**config.mk**
```make
export PLATFORM = sky130hd
export DESIGN_NAME = line_pixel_rasterizer
export DESIGN_NICKNAME = d
export VERILOG_FILES = /design/src/design/lpr_pkg.sv /design/src/design/line_pixel_rasterizer.sv /design/src/design/lpr_datapath.sv /design/src/design/lpr_ctrl.sv
export VERILOG_INCLUDE_DIRS = /design/src /design/src/design
export SDC_FILE = /design/constraint.sdc
export NUM_CORES = 1
export LEC_CHECK = 0
export BUFFER_PORTS_ARGS = -buffer_cell sky130_fd_sc_hd__buf_2
export CAP_MARGIN = 30
export CORE_UTILIZATION = 60
export CTS_BUF_LIST = sky130_fd_sc_hd__clkbuf_4 sky130_fd_sc_hd__clkbuf_8
export DETAILED_ROUTE_END_ITERATION = 16
export PLACE_DENSITY = 0.92
export SYNTH_ARGS = -nofsm -noshare
export SYNTH_HDL_FRONTEND = slang
export SYNTH_SLANG_ARGS = --single-unit
```
**constraint.sdc**
```tcl
create_clock -name clk -period 5.7 [get_ports clk]
set_clock_uncertainty 0.15 [all_clocks]
set_input_delay 0.57 -clock clk [delete_from_list [all_inputs] [get_ports clk]]
set_output_delay 0.57 -clock clk [all_outputs]
set_load 0.03 [all_outputs]
```
**src/design/line_pixel_rasterizer_defines.svh**
```systemverilog
// Assertion macros shared by the line rasteriser.
`ifndef LINE_PIXEL_RASTERIZER_DEFINES_SVH
`define LINE_PIXEL_RASTERIZER_DEFINES_SVH

// The consequent must hold in the same cycle as the antecedent.
`define LPR_ASSERT_SAME(label, clk, rst, ante, cons) \
  label: assert property (@(posedge clk) disable iff (rst) (ante) |-> (cons)) \
    else $error("line rasteriser: same-cycle check failed");

// The consequent must hold in the cycle after the antecedent.
`define LPR_ASSERT_NEXT(label, clk, rst, ante, cons) \
  label: assert property (@(posedge clk) disable iff (rst) (ante) |=> (cons)) \
    else $error("line rasteriser: next-cycle check failed");

`endif

```
**src/design/lpr_pkg.sv**
```systemverilog
package lpr_pkg;

  localparam int COORD_BITS = 6;
  // Error term spans roughly -2*dmajor .. +2*dmajor, plus sign.
  localparam int ERR_BITS = COORD_BITS + 3;

  typedef logic [COORD_BITS-1:0] coord_t;
  typedef logic signed [ERR_BITS-1:0] err_t;

  typedef struct packed {
    logic load;
    logic step;
  } dp_cmd_t;

  typedef struct packed {
    logic single;
    logic final_step;
  } dp_stat_t;

endpackage

```
**src/design/line_pixel_rasterizer.sv**
```systemverilog
// Line rasteriser: give it two endpoints and it emits every pixel of the
// straight line between them, start point first, using the exact integer
// form of the classic error-term walk along the major axis. A line is
// accepted on a clock edge where start is high and busy is low. The first
// pixel appears on the result ports in the cycle after acceptance, and the
// following pixels come in the consecutive cycles with no gaps, one beat per
// cycle, each marked by strobe for exactly one cycle; last flags the final
// beat. A line whose larger coordinate difference is d yields d + 1 beats,
// from 1 for equal endpoints to 64 for a full diagonal or axis-length
// line. The single step unit in the datapath advances the major coordinate
// by one per cycle. Busy stays high while further pixels of the current
// line remain, and drops in the cycle that carries the last beat, so the
// next line can be taken then and its first pixel follows directly. The
// receiver cannot stall: it must take each beat in the cycle it is
// presented.
`include "line_pixel_rasterizer_defines.svh"

module line_pixel_rasterizer (
  input  logic            clk,
  input  logic            rst,
  input  logic            start,
  output logic            busy,
  input  lpr_pkg::coord_t x_start,
  input  lpr_pkg::coord_t y_start,
  input  lpr_pkg::coord_t x_end,
  input  lpr_pkg::coord_t y_end,
  output logic            strobe,
  output lpr_pkg::coord_t pixel_x,
  output lpr_pkg::coord_t pixel_y,
  output logic            last
);

  // Commands from the sequencer and status back from the datapath.
  lpr_pkg::dp_cmd_t  cmd;
  lpr_pkg::dp_stat_t stat;

  // The sequencer owns the handshake and the beat strobe.
  lpr_ctrl u_ctrl (
    .clk    (clk),
    .rst    (rst),
    .start  (start),
    .busy   (busy),
    .strobe (strobe),
    .cmd    (cmd),
    .stat   (stat)
  );

  // The datapath holds the line set-up, the error term and the pixel
  // output registers.
  lpr_datapath u_dp (
    .clk     (clk),
    .cmd     (cmd),
    .stat    (stat),
    .x_start (x_start),
    .y_start (y_start),
    .x_end   (x_end),
    .y_end   (y_end),
    .pixel_x (pixel_x),
    .pixel_y (pixel_y),
    .last    (last)
  );

  // An accepted line always produces a beat in the next cycle.
  `LPR_ASSERT_NEXT(a_accept_gives_beat, clk, rst, start && !busy, strobe)
  // Beats of one line are contiguous until the last one.
  `LPR_ASSERT_NEXT(a_beats_contiguous, clk, rst, strobe && !last, strobe)
  // The last beat of a line is presented with busy already low.
  `LPR_ASSERT_SAME(a_free_after_last, clk, rst, strobe && last, !busy)
  // While busy, the beat on the ports is never the final one.
  `LPR_ASSERT_SAME(a_busy_not_last, clk, rst, busy, strobe && !last)

endmodule

```
**src/design/lpr_datapath.sv**
```systemverilog
module lpr_datapath (
  input  logic             clk,
  input  lpr_pkg::dp_cmd_t cmd,
  output lpr_pkg::dp_stat_t stat,
  input  lpr_pkg::coord_t  x_start,
  input  lpr_pkg::coord_t  y_start,
  input  lpr_pkg::coord_t  x_end,
  input  lpr_pkg::coord_t  y_end,
  output lpr_pkg::coord_t  pixel_x,
  output lpr_pkg::coord_t  pixel_y,
  output logic             last
);

  lpr_pkg::coord_t adx, ady, dmaj_in, dmin_in, maj_in, min_in;
  logic            ymajor_in, maj_neg_in, min_neg_in;

  lpr_pkg::coord_t maj, mn, cnt, dmaj, dmin;
  lpr_pkg::err_t   err;
  logic            ymajor, maj_neg, min_neg;

  lpr_pkg::coord_t maj_next, mn_next;
  lpr_pkg::err_t   err_sum, err_next;

  // Set-up for a new line.
  always_comb begin
    adx = (x_end > x_start) ? lpr_pkg::coord_t'(x_end - x_start)
                            : lpr_pkg::coord_t'(x_start - x_end);
    ady = (y_end > y_start) ? lpr_pkg::coord_t'(y_end - y_start)
                            : lpr_pkg::coord_t'(y_start - y_end);
    ymajor_in = ady > adx;
    if (ymajor_in) begin
      dmaj_in    = ady;
      dmin_in    = adx;
      maj_in     = y_start;
      min_in     = x_start;
      maj_neg_in = y_end < y_start;
      min_neg_in = x_end < x_start;
    end else begin
      dmaj_in    = adx;
      dmin_in    = ady;
      maj_in     = x_start;
      min_in     = y_start;
      maj_neg_in = x_end < x_start;
      min_neg_in = y_end < y_start;
    end
  end

  // One major step of the integer error recurrence.
  always_comb begin
    maj_next = maj_neg ? lpr_pkg::coord_t'(maj - lpr_pkg::coord_t'(1))
                       : lpr_pkg::coord_t'(maj + lpr_pkg::coord_t'(1));
    err_sum  = lpr_pkg::err_t'(err + lpr_pkg::err_t'({dmin, 1'b0}));
    if (!err_sum[lpr_pkg::ERR_BITS-1] && (err_sum != '0)) begin
      err_next = lpr_pkg::err_t'(err_sum - lpr_pkg::err_t'({dmaj, 1'b0}));
      mn_next  = min_neg ? lpr_pkg::coord_t'(mn - lpr_pkg::coord_t'(1))
                         : lpr_pkg::coord_t'(mn + lpr_pkg::coord_t'(1));
    end else begin
      err_next = err_sum;
      mn_next  = mn;
    end
  end

  assign stat.single     = (dmaj_in == '0);
  assign stat.final_step = (cnt == lpr_pkg::coord_t'(1));

  always_ff @(posedge clk) begin
    if (cmd.load) begin
      maj     <= maj_in;
      mn      <= min_in;
      dmaj    <= dmaj_in;
      dmin    <= dmin_in;
      cnt     <= dmaj_in;
      err     <= lpr_pkg::err_t'(-lpr_pkg::err_t'(dmaj_in));
      ymajor  <= ymajor_in;
      maj_neg <= maj_neg_in;
      min_neg <= min_neg_in;
      pixel_x <= x_start;
      pixel_y <= y_start;
      last    <= (dmaj_in == '0);
    end else if (cmd.step) begin
      maj     <= maj_next;
      mn      <= mn_next;
      err     <= err_next;
      cnt     <= lpr_pkg::coord_t'(cnt - lpr_pkg::coord_t'(1));
      pixel_x <= ymajor ? mn_next : maj_next;
      pixel_y <= ymajor ? maj_next : mn_next;
      last    <= (cnt == lpr_pkg::coord_t'(1));
    end
  end

endmodule

```
**src/design/lpr_ctrl.sv**
```systemverilog
module lpr_ctrl (
  input  logic              clk,
  input  logic              rst,
  input  logic              start,
  output logic              busy,
  output logic              strobe,
  output lpr_pkg::dp_cmd_t  cmd,
  input  lpr_pkg::dp_stat_t stat
);

  typedef enum logic {
    IDLE,
    RUN
  } state_t;

  state_t state;

  assign busy = (state == RUN);

  always_comb begin
    cmd.load = (state == IDLE) && start;
    cmd.step = (state == RUN);
  end

  always_ff @(posedge clk) begin
    if (rst) begin
      state  <= IDLE;
      strobe <= 1'b0;
    end else begin
      case (state)
        IDLE: begin
          strobe <= start;
          if (start && !stat.single) begin
            state <= RUN;
          end
        end
        RUN: begin
          strobe <= 1'b1;
          if (stat.final_step) begin
            state <= IDLE;
          end
        end
        default: begin
          state  <= IDLE;
          strobe <= 1'b0;
        end
      endcase
    end
  end

endmodule
```
# Word-level counts from Yosys, hierarchy flattened
# Cells that the tools add are included.
dict set report op_classes {
  addsub 12
  n_mux 32
  n_reduce_logical 8
  n_eq_ne 1
  bitwise_logic 1
  magnitude_cmp 5
}
# cell n
set ops {}
lappend ops {{two-way mux 6 bit} 21}
lappend ops {{two-way mux 9 bit} 3}
lappend ops {{subtractor 6 bit} 4}
lappend ops {{> comparator 6 bit} 3}
lappend ops {{subtractor 6 x 1 -> 6 bit, second input constant} 3}
lappend ops {{adder 6 x 1 -> 6 bit, second input constant} 2}
lappend ops {{< comparator 6 bit} 2}
lappend ops {{adder 9 x 8 -> 9 bit} 1}
lappend ops {{negation 6 -> 9 bit} 1}
lappend ops {{nonzero test 9 bit} 1}
lappend ops {{subtractor 9 x 8 -> 9 bit} 1}
lappend ops {{equality test 6 x 1 -> 1 bit, second input constant} 1}
lappend ops {{zero test 6 bit} 1}
lappend ops {{two-way mux 1 bit} 6}
lappend ops {{one-hot mux 1 bit (2 select lines)} 2}
lappend ops {{logical AND 1 bit} 3}
lappend ops {{zero test 1 bit} 2}
lappend ops {{nonzero test 2 bit} 1}
lappend ops {{inverter 1 bit} 1}
dict set report word_totals {
  out_inout_bits 15
  in_bits 27
  wordCells 73
  ff_bits 57
}

# Logic depth before layout (Yosys ltp)
# Gate-level depths: netlist of run 1.
dict set report depth {
  word_depth 9
  ltp_mapped 21
  ltp_nobuf 20
}

# Cells and area by module
# A second synthesis of run 1 with hierarchy kept.
dict set report unflattened {
  hier_cells 501
  area_unflattened_um2 4954.8
}
# mod instances area_each_um2 cells_each seq_area_each_um2
set by_module_without_submodules {}
lappend by_module_without_submodules {lpr_datapath 1 4874.7 492 1651.6}
lappend by_module_without_submodules {lpr_ctrl 1 80.1 9 40.0}

# Worst setup path before layout of run 1
# No wires, ideal clock.
dict set report synth_timing {
  path_type {input -> register}
  from {input x_end[0]}
  to {register u_dp.err[7], data pin}
  t_arrival_ns 4.531
  setup_ns 0.260
  required_ns 5.290
  path_slack_ns 0.759
  stages 20
  path_cell_list {inv_1 -> ha_1 -> inv_1 -> fa_1 -> a21o_1 -> a221oi_2 -> nor2_2 -> a2111oi_2 -> nor2_1 -> xnor2_1 -> ha_1 -> nand4_1 -> a21oi_1 -> a211oi_1 -> or2_2 -> buf_2 -> mux2_2 -> nand3_1 -> or4_1 -> mux2_2}
}
dict set report synth_between {
  elab_chain_len 6
}
# element line
set synth_rtl {}
lappend synth_rtl {{start, declared} line_pixel_rasterizer.sv:25} ;# input lpr_pkg::coord_t x_end,
lappend synth_rtl {{subtractor 6 bit, or another cell as far along} lpr_datapath.sv:27} ;# : lpr_pkg::coord_t'(x_start - x_end);
lappend synth_rtl {{two-way mux 6 bit *} lpr_datapath.sv:26} ;# adx = (x_end > x_start) ? lpr_pkg::coord_t'(x_end - x_start)
lappend synth_rtl {{> comparator 6 bit} lpr_datapath.sv:30} ;# ymajor_in = ady > adx;
lappend synth_rtl {{two-way mux 6 bit *} lpr_datapath.sv:31} ;# if (ymajor_in) begin
lappend synth_rtl {{negation 6 -> 9 bit *} lpr_datapath.sv:73} ;# err <= lpr_pkg::err_t'(-lpr_pkg::err_t'(dmaj_in));
lappend synth_rtl {{two-way mux 9 bit *} lpr_datapath.sv:67} ;# if (cmd.load) begin
lappend synth_rtl {{end signal, assigned} lpr_datapath.sv:73}
lappend synth_rtl {{end signal, assigned} lpr_datapath.sv:83} ;# err <= err_next;
lappend synth_rtl {{end, declared} lpr_datapath.sv:18} ;# lpr_pkg::err_t err;
# Mark *: on every way between the ends. The rest lies on a longest branch, timed or not.
# A chain may end at the register's enable or synchronous reset.

# Worst setup path after layout of run 1
dict set report layout_timing {
  from {input x_end[0]}
  to {register u_dp.err[7], data pin}
}
dict set report layout_between {
  elab_chain_len 6
}
# element line
set layout_rtl {}
lappend layout_rtl {{subtractor 6 bit, or another cell as far along} lpr_datapath.sv:27}
lappend layout_rtl {{two-way mux 6 bit *} lpr_datapath.sv:26}
lappend layout_rtl {{> comparator 6 bit} lpr_datapath.sv:30}
lappend layout_rtl {{two-way mux 6 bit *} lpr_datapath.sv:31}
lappend layout_rtl {{net u_dp.dmaj_in[5]} lpr_datapath.sv:14} ;# lpr_pkg::coord_t adx, ady, dmaj_in, dmin_in, maj_in, min_in;
lappend layout_rtl {{negation 6 -> 9 bit *} lpr_datapath.sv:73}
lappend layout_rtl {{two-way mux 9 bit *} lpr_datapath.sv:67}
# The timed path passes the listed nets; every way through them passes the cells marked *.

==> summary.txt, run 1 <==
Worst setup path
  – CP Buf/Inv Count: 4
  – Crit path cell chain: buf_2 -> inv_1 -> ha_1 -> inv_1 -> fa_1 -> a21o_1 -> a221oi_2 -> nor2_2 -> a2111oi_2 -> nor2_1 -> xnor2_1 -> ha_1 -> nand4_1 -> a21oi_1 -> a211oi_1 -> or2_2 -> inv_2 -> or4_1 -> nand4_4 -> or4_1 -> mux2_2
  – CP startpoint: x_end[0]
  – Setup crit start kind: input pin
  – Top delay family on crit path: simple AND/OR/NAND/NOR gates
  – Critical R2R Capture: u_dp.pixel_y[1]$_DFFE_PP_
  – Crit-path max FO: 12
  – Endpoint class of the critical path: flop
  – Worst flop-to-flop path startpoint: u_dp.err[1]$_DFFE_PP_
  – R2r setup slk: 1.51 ns
  – Slowest stage delay, CP: 0.58 ns
  – Critical-path top delay cell: or4_1
  – CP Data Required Time: 5.64 ns
  – Cell depth of the worst flop-to-flop path: 11
  – Crit path DAT: 5.23 ns
  – WS Path Type: in2reg

Yosys
  – Area contributors post-synth: edfxtp_1 (34%), ha_1 (13%), inv_1 (4.7%)
  – Asr flop ratio synth: 0
  – Mapped Area: 4860 µm²
  – Synth unique cells: 56
  – Count of flip-flops with a built-in enable after synthesis: 55
  – Ys Warns: 0
  – Synth area leader: edfxtp_1
  – Cells after synthesis: 515
  – Total nets after synthesis: 601
  – Top-area cell type share of the netlist area: 0.340
  – FF+latch count, synth: 57
  – Average size of a mapped cell: 9.44 µm²
  – Seq/Total Area, Yosys: 0.348
  – Synth Flop Type: edfxtp_1

GRT
  – Vias in the first global route: 4150
  – M2 GR Usage: 0.519
  – First-pass GRT wire length: 20100 µm
  – Largest net degree at the start of global routing: 64
  – Total grt overflow: 0
  – Tot GR Track Use: 0.306
  – GR peak layer: met2
  – Met1 GRT Util: 0.372
  – Met3 GRT Util: 0.0721
  – Initial antenna violation count: 0

Cells and area
  – Syn-to-layout area delta: 11.6%
  – Share of cells above drive strength 1: 0.153
  – Fin nets: 642
  – Final Util: 0.699
  – Ant diodes: 0
  – Final instance area: 5430 µm²

Placed design
  – Placed wire-length estimate: 8800 µm
  – IO Port Bufs: 41
  – Placer's final routability congestion estimate: 0.964
  – Post-DP Area: 5170 µm²

Power and ir drop
  – Logic pwr share: 0.634
  – Power share of the clock group: 0.126
  – Power per cell area: 672 nW/µm²
  – Sequential share of power: 0.239
  – VDD IR-drop max: 0.298 mV
  – Net Sw Frac: 0.454
  – NetSw: 0.00166 W
  – Int Pwr: 0.00199 W
  – Leakage: 2.48 nW

CTS
  – Cts bufs inserted: 9
  – Post-CTS Hold Buffers: 0
  – Deepest clock path buffer count: 2
  – Root Buffer: clkbuf_8
  – Clock Pin Slew Worst Setup and Hold Paths: 0.07 ns
  – CTS resizes: 0
  – # clock sinks: 57
  – H-Tree Level Count: 3
  – Setup Buffers After CTS: 0
  – CTS tree: done
  – Clock latency on the worst-skew pair: 0.35 ns

Hold path
  – Hold Path Class: in2reg
  – Worst hold start: rst
  – Hold-critical path depth: 2
  – Hold Path End: u_ctrl.strobe$_SDFF_PP0_

Routing
  – Routed length per placed instance: 18.7 µm
  – Iter 0 DRT Violations: 304
  – Number of remaining DRC errors: 0
  – Antenna Nets Post-Route: 0
  – DRT Pass-1 Iters: 5
  – Vias/cell: 6.37
  – Final wirelength: 12400 µm
  – DR vias: 4221

Floorplanning
  – Core area: 7770 µm²
  – Starting Density: 0.626
  – Vert. Die Dim: 92.0 µm
  – IO Count: 42
  – # rows: 32
  – Die width: 92.0 µm
  – Die ar.: 8470 µm²

STA
  – Unrepaired setup endpoints after global routing: false
  – Period utilization: 0.928
  – Fin. Hold Viols: 0
  – Max Freq: 189 MHz
  – Worst-margin pin slew: 0.983 ns
  – Endpoints failing setup: 0
  – Max_slew headroom: 0.345
  – Setup tns final: 0 ns
  – Fin Hold WS: 0.261 ns
  – Crit path time final: 5.29 ns
  – Max-slew violations: 0

Run
  – Max-cap violations: 0

Run status
  – Status: finished, final reports clean
cells in the final DEF, fill, tap and decap left out, drive strengths merged, types with 6 or more instances in the layout:
cell type   n
inv        62
edfxtp     55
ha         51
buf        48
a21oi      42
nand2      38
o21ai      33
nor2       33
a21o       25
mux2i      18
xor2       16
xnor2      15
a211oi     10
clkbuf     10
fa          8
mux2        7
nand3       7
o21bai      6
o211ai      6
nor3        6
final cells by class:
type	count	area, µm²
Sequential cell	57	1690
Tap cell	102	128
Clock inverter	6	106
Clock buffer	10	131
Multi-Input combinational cell	378	2870
Fill cell	553	2340
Timing Repair Buffer	48	270
Inverter	62	233
worst max path at each step:
stage,endpoint,slack (ns),cells after the start
after floorplan,u_dp.err[7]$_DFFE_PP_,0.76,20
after global placement,u_dp.err[7]$_DFFE_PP_,0.28,21
after detailed placement,u_dp.err[7]$_DFFE_PP_,0.07,21
after CTS,u_dp.err[7]$_DFFE_PP_,0.42,21
after global routing,u_dp.err[7]$_DFFE_PP_,0.18,21
final,u_dp.err[7]$_DFFE_PP_,0.41,21
flip-flops by register name (all words and copies together) (netlist names):
name,cells
u_dp.dmin,6
u_ctrl.strobe,1
u_dp.last,1
u_dp.maj_neg,1
u_dp.pixel_x,6
u_ctrl.busy,1
u_dp.mn,6
u_dp.err,9
u_dp.cnt,6
u_dp.maj,6
u_dp.pixel_y,6
u_dp.ymajor,1
u_dp.dmaj,6
u_dp.min_neg,1
logic make-up after synthesis:
logic type      synth area share
simple gates               0.114
compound gates             0.202
buf+inv                   0.0623
mux                       0.0533
xor+xnor                  0.0558
fa+ha+maj                  0.164
flops                      0.348
through the flow:
step           setup WS (ns)  total power, W  std cells
2_1_floorplan          0.759         0.00256        515
3_3_place_gp           0.278         0.00295        646
3_5_place_dp          0.0698         0.00307        646
4_1_cts                0.424         0.00360        662
5_1_grt                0.184         0.00389        663
6_report               0.409         0.00365        663
power by group through the flow:
| stage | combinational [W] | clock (W) | sequential, W |
|---|---|---|---|
| after floorplan | 0.00163 | 0 | 0.000931 |
| after global placement | 0.00209 | 0 | 0.000857 |
| after detailed placement | 0.00220 | 0 | 0.000869 |
| after CTS | 0.00227 | 0.000460 | 0.000868 |
| after global routing | 0.00253 | 0.000476 | 0.000887 |
| final | 0.00232 | 0.000460 | 0.000874 |
layer usage:
metal  wire, µm  vias up
met5          0        -
met2       6080      242
met3       1080       30
met1       4910     2006
li1           -     1943
met4        304        0
Yosys cell counts (all sizes together) (7+ instances only):
cell    number
edfxtp      55
a21o        25
o21ai       33
inv         62
nand3        7
clkbuf      13
xor2        16
mux2         7
nand2       38
a21oi       42
nor2        33
ha          51
fa           8
mux2i       18
a211oi      10
xnor2       15
Note: power is estimated with default switching activity, not from simulation.
==> run 2: changes to the inputs <==
--- a/config.mk
+++ b/config.mk
@@ -8,10 +8,11 @@
 export LEC_CHECK = 0
 export BUFFER_PORTS_ARGS = -buffer_cell sky130_fd_sc_hd__buf_2
 export CAP_MARGIN = 30
-export CORE_UTILIZATION = 60
+export CORE_ASPECT_RATIO = 0.8
+export CORE_UTILIZATION = 40
 export CTS_BUF_LIST = sky130_fd_sc_hd__clkbuf_4 sky130_fd_sc_hd__clkbuf_8
 export DETAILED_ROUTE_END_ITERATION = 16
-export PLACE_DENSITY = 0.92
+export PLACE_DENSITY = 0.69
 export SYNTH_ARGS = -nofsm -noshare
 export SYNTH_HDL_FRONTEND = slang
 export SYNTH_SLANG_ARGS = --single-unit
==> run 2 against run 1 <==
Compared with the run above: final area is 1.1% higher; routed wire length is 6.8% lower; core utilization is 23 points lower; largest power group unchanged.
==> summary.txt, run 2 (same netlist as run 1, synthesis figures left out) <==
Run status
  – Status: finished, final reports clean

CTS
  – H-Tree Level Count: 3 (unchanged)
  – Clock latency on the worst-skew pair: 0.34 ns (about the same)
  – CTS resizes: 0 (unchanged)
  – Cts bufs inserted: 9 (unchanged)
  – Deepest clock path buffer count: 2 (unchanged)
  – Root Buffer: clkbuf_8
  – Setup Buffers After CTS: 0 (unchanged)
  – Clock Pin Slew Worst Setup and Hold Paths: 0.07 ns (about the same)
  – # clock sinks: 57 (unchanged)
  – Post-CTS Hold Buffers: 0 (unchanged)
  – CTS tree: done

Cells and area
  – Share of cells above drive strength 1: 0.157 (+0.00329)
  – Most frequent cells in the layout: inv_1 (60), edfxtp_1 (55), ha_1 (51), a21oi_1 (42), buf_2 (41)
  – Fin nets: 643 (+0.16%)
  – Layout filler cell count: 1102 (+99%)
  – Final instance area: 5490 µm² (+1.1%)
  – Syn-to-layout area delta: 12.9%
  – Biggest register: u_dp.err
  – Commonest non-fill, non-tap cell in the layout: inv_1
  – Final Util: 0.469 (-0.229)
  – Max reg flops: 9 (unchanged)
  – Ant diodes: 0 (unchanged)

Power and ir drop
  – Leakage: 2.48 nW (+0.25%)
  – Power per cell area: 644 nW/µm² (-4.2%)
  – VDD IR-drop max: 0.364 mV (+22%)

Floorplanning
  – Starting Density: 0.416 (-0.210)
  – # rows: 35 (+9.4%)
  – Vert. Die Dim: 101 µm (+9.3%)
  – Die width: 125 µm (+36%)
  – Die ar.: 12600 µm² (+49%)
  – Core area: 11700 µm² (+51%)
  – IO Count: 42 (unchanged)

Routing
  – DRT Pass-1 Iters: 4 (-1)
  – Number of remaining DRC errors: 0 (unchanged)
  – Iter 0 DRT Violations: 245 (-19%)
  – Vias/cell: 5.55 (-13%)
  – Routed length per placed instance: 16.2 µm (-13%)
  – DR vias: 3942 (-6.6%)
  – Final wirelength: 11500 µm (-6.8%)
  – Antenna Nets Post-Route: 0 (unchanged)

GRT
  – GR peak layer: met2
  – Total grt overflow: 0 (unchanged)
  – First-pass GRT wire length: 18600 µm (-7.5%)
  – Tot GR Track Use: 0.189 (-0.117)
  – M2 GR Usage: 0.344 (-0.175)
  – Largest net degree at the start of global routing: 64 (unchanged)
  – Met3 GRT Util: 0.0340 (-0.0382)
  – Initial antenna violation count: 0 (unchanged)
  – Vias in the first global route: 3887 (-6.3%)
  – Met1 GRT Util: 0.232 (-0.140)

Worst setup path
  – Cell depth of the worst flop-to-flop path: 11 (unchanged)
  – CP Data Required Time: 5.65 ns (about the same)
  – Setup crit start kind: input pin
  – Crit-path max FO: 12 (unchanged)
  – Critical-path top delay cell: or4_1
  – WS Path Type: in2reg
  – Crit path DAT: 5.12 ns (-0.11 ns)
  – Slowest stage delay, CP: 0.56 ns (-0.02 ns)
  – Crit path cell chain: buf_2 -> inv_1 -> ha_1 -> inv_1 -> fa_1 -> a211oi_1 -> o21a_1 -> nor2_1 -> a311oi_1 -> nor2_1 -> xor2_1 -> ha_1 -> nand4_1 -> a21oi_1 -> a211oi_1 -> or2_2 -> inv_2 -> or4_1 -> nand4_4 -> or4_1 -> mux2_2
  – Endpoint class of the critical path: flop

STA
  – Worst-margin pin slew: 0.966 ns (-0.0165 ns)
  – Max Freq: 193 MHz (+2.3%)
  – Fin. Hold Viols: 0 (unchanged)
  – Unrepaired setup endpoints after global routing: false
  – Crit path time final: 5.17 ns (-0.119 ns)
  – Max-slew violations: 0 (unchanged)
  – Max_slew headroom: 0.356 (+0.0110)
  – Period utilization: 0.907 (-0.0209)
  – Setup tns final: 0 ns (unchanged)
  – Endpoints failing setup: 0 (unchanged)
  – Final Worst Setup Slack: 0.528 ns (+0.119 ns)
  – Fin Hold WS: 0.265 ns (+0.00419 ns)

Placed design
  – IO Port Bufs: 41 (unchanged)
  – Post-DP Area: 5240 µm² (+1.3%)
  – Placed wire-length estimate: 8930 µm (+1.5%)
  – Dpl ws: 0.194 ns (+0.124 ns)
  – Placer's final routability congestion estimate: 0.930 (-3.6%)

Run
  – Max-cap violations: 0 (unchanged)

Hold path
  – Hold-critical path depth: 2 (unchanged)
  – Hold Path Class: in2reg
## run 2: changes by cell type in the layout (fill, tap and decap cells not counted), sizes merged
cell    change
buf         +1
clkbuf      -1
clkinv      +1
## run 2: worst max-delay path: cells and delay by family
kind	cells	cell delay, ns
buffers and inverters	4	0.39
xor gates and xnor gates	1	0.18
AOI/OAI and AO/OA	5	1.27
and+or+nand+nor	7	1.56
muxes	1	0.27
adders and majority gates	3	0.87
## run 2: metal layers
| layer | part of all wire | wire length, µm | vias up |
|---|---|---|---|
| met2 | 0.49 | 5630 | 97 |
| li1 | - | - | 1943 |
| met3 | 0.044 | 510 | 14 |
| met1 | 0.45 | 5230 | 1888 |
| met5 | 0 | 0 | - |
| met4 | 0.013 | 153 | 0 |
## run 2: metrics by stage
step / std cells / power (W)
after floorplan: 515 / 0.00256
after global placement: 693 / 0.00300
after detailed placement: 693 / 0.00306
after CTS: 709 / 0.00353
after global routing: 710 / 0.00383
final: 710 / 0.00353
## run 2: area by class of cell
cell class	count	area (µm²)	share of cell area
Multi-Input combinational cell	378	2870	0.523
Sequential cell	57	1690	0.308
Timing Repair Buffer	49	278	0.0506
Inverter	62	233	0.0424
Tap cell	148	185	0.0337
Clock buffer	9	124	0.0226
Clock inverter	7	109	0.0198
## run 2: path summary, 6_finish.rpt
check	endpoint	slack (ns)	startpoint
worst max-delay path	u_dp.err[7]$_DFFE_PP_	0.53	y_end[0]
worst min-delay path	u_ctrl.strobe$_SDFF_PP0_	0.26	rst
worst max register to register	u_dp.pixel_y[2]$_DFFE_PP_	1.61	u_dp.err[1]$_DFFE_PP_
worst min register to register	u_ctrl.busy$_SDFF_PP0_	0.37	u_ctrl.busy$_SDFF_PP0_
## run 2: power by group
part	leakage [nW]	total (W)	internal, W	switching, W
Combinational	1.80	0.00222	0.000932	0.00129
Sequential	0.558	0.000860	0.000759	0.000101
Clock	0.120	0.000452	0.000286	0.000165
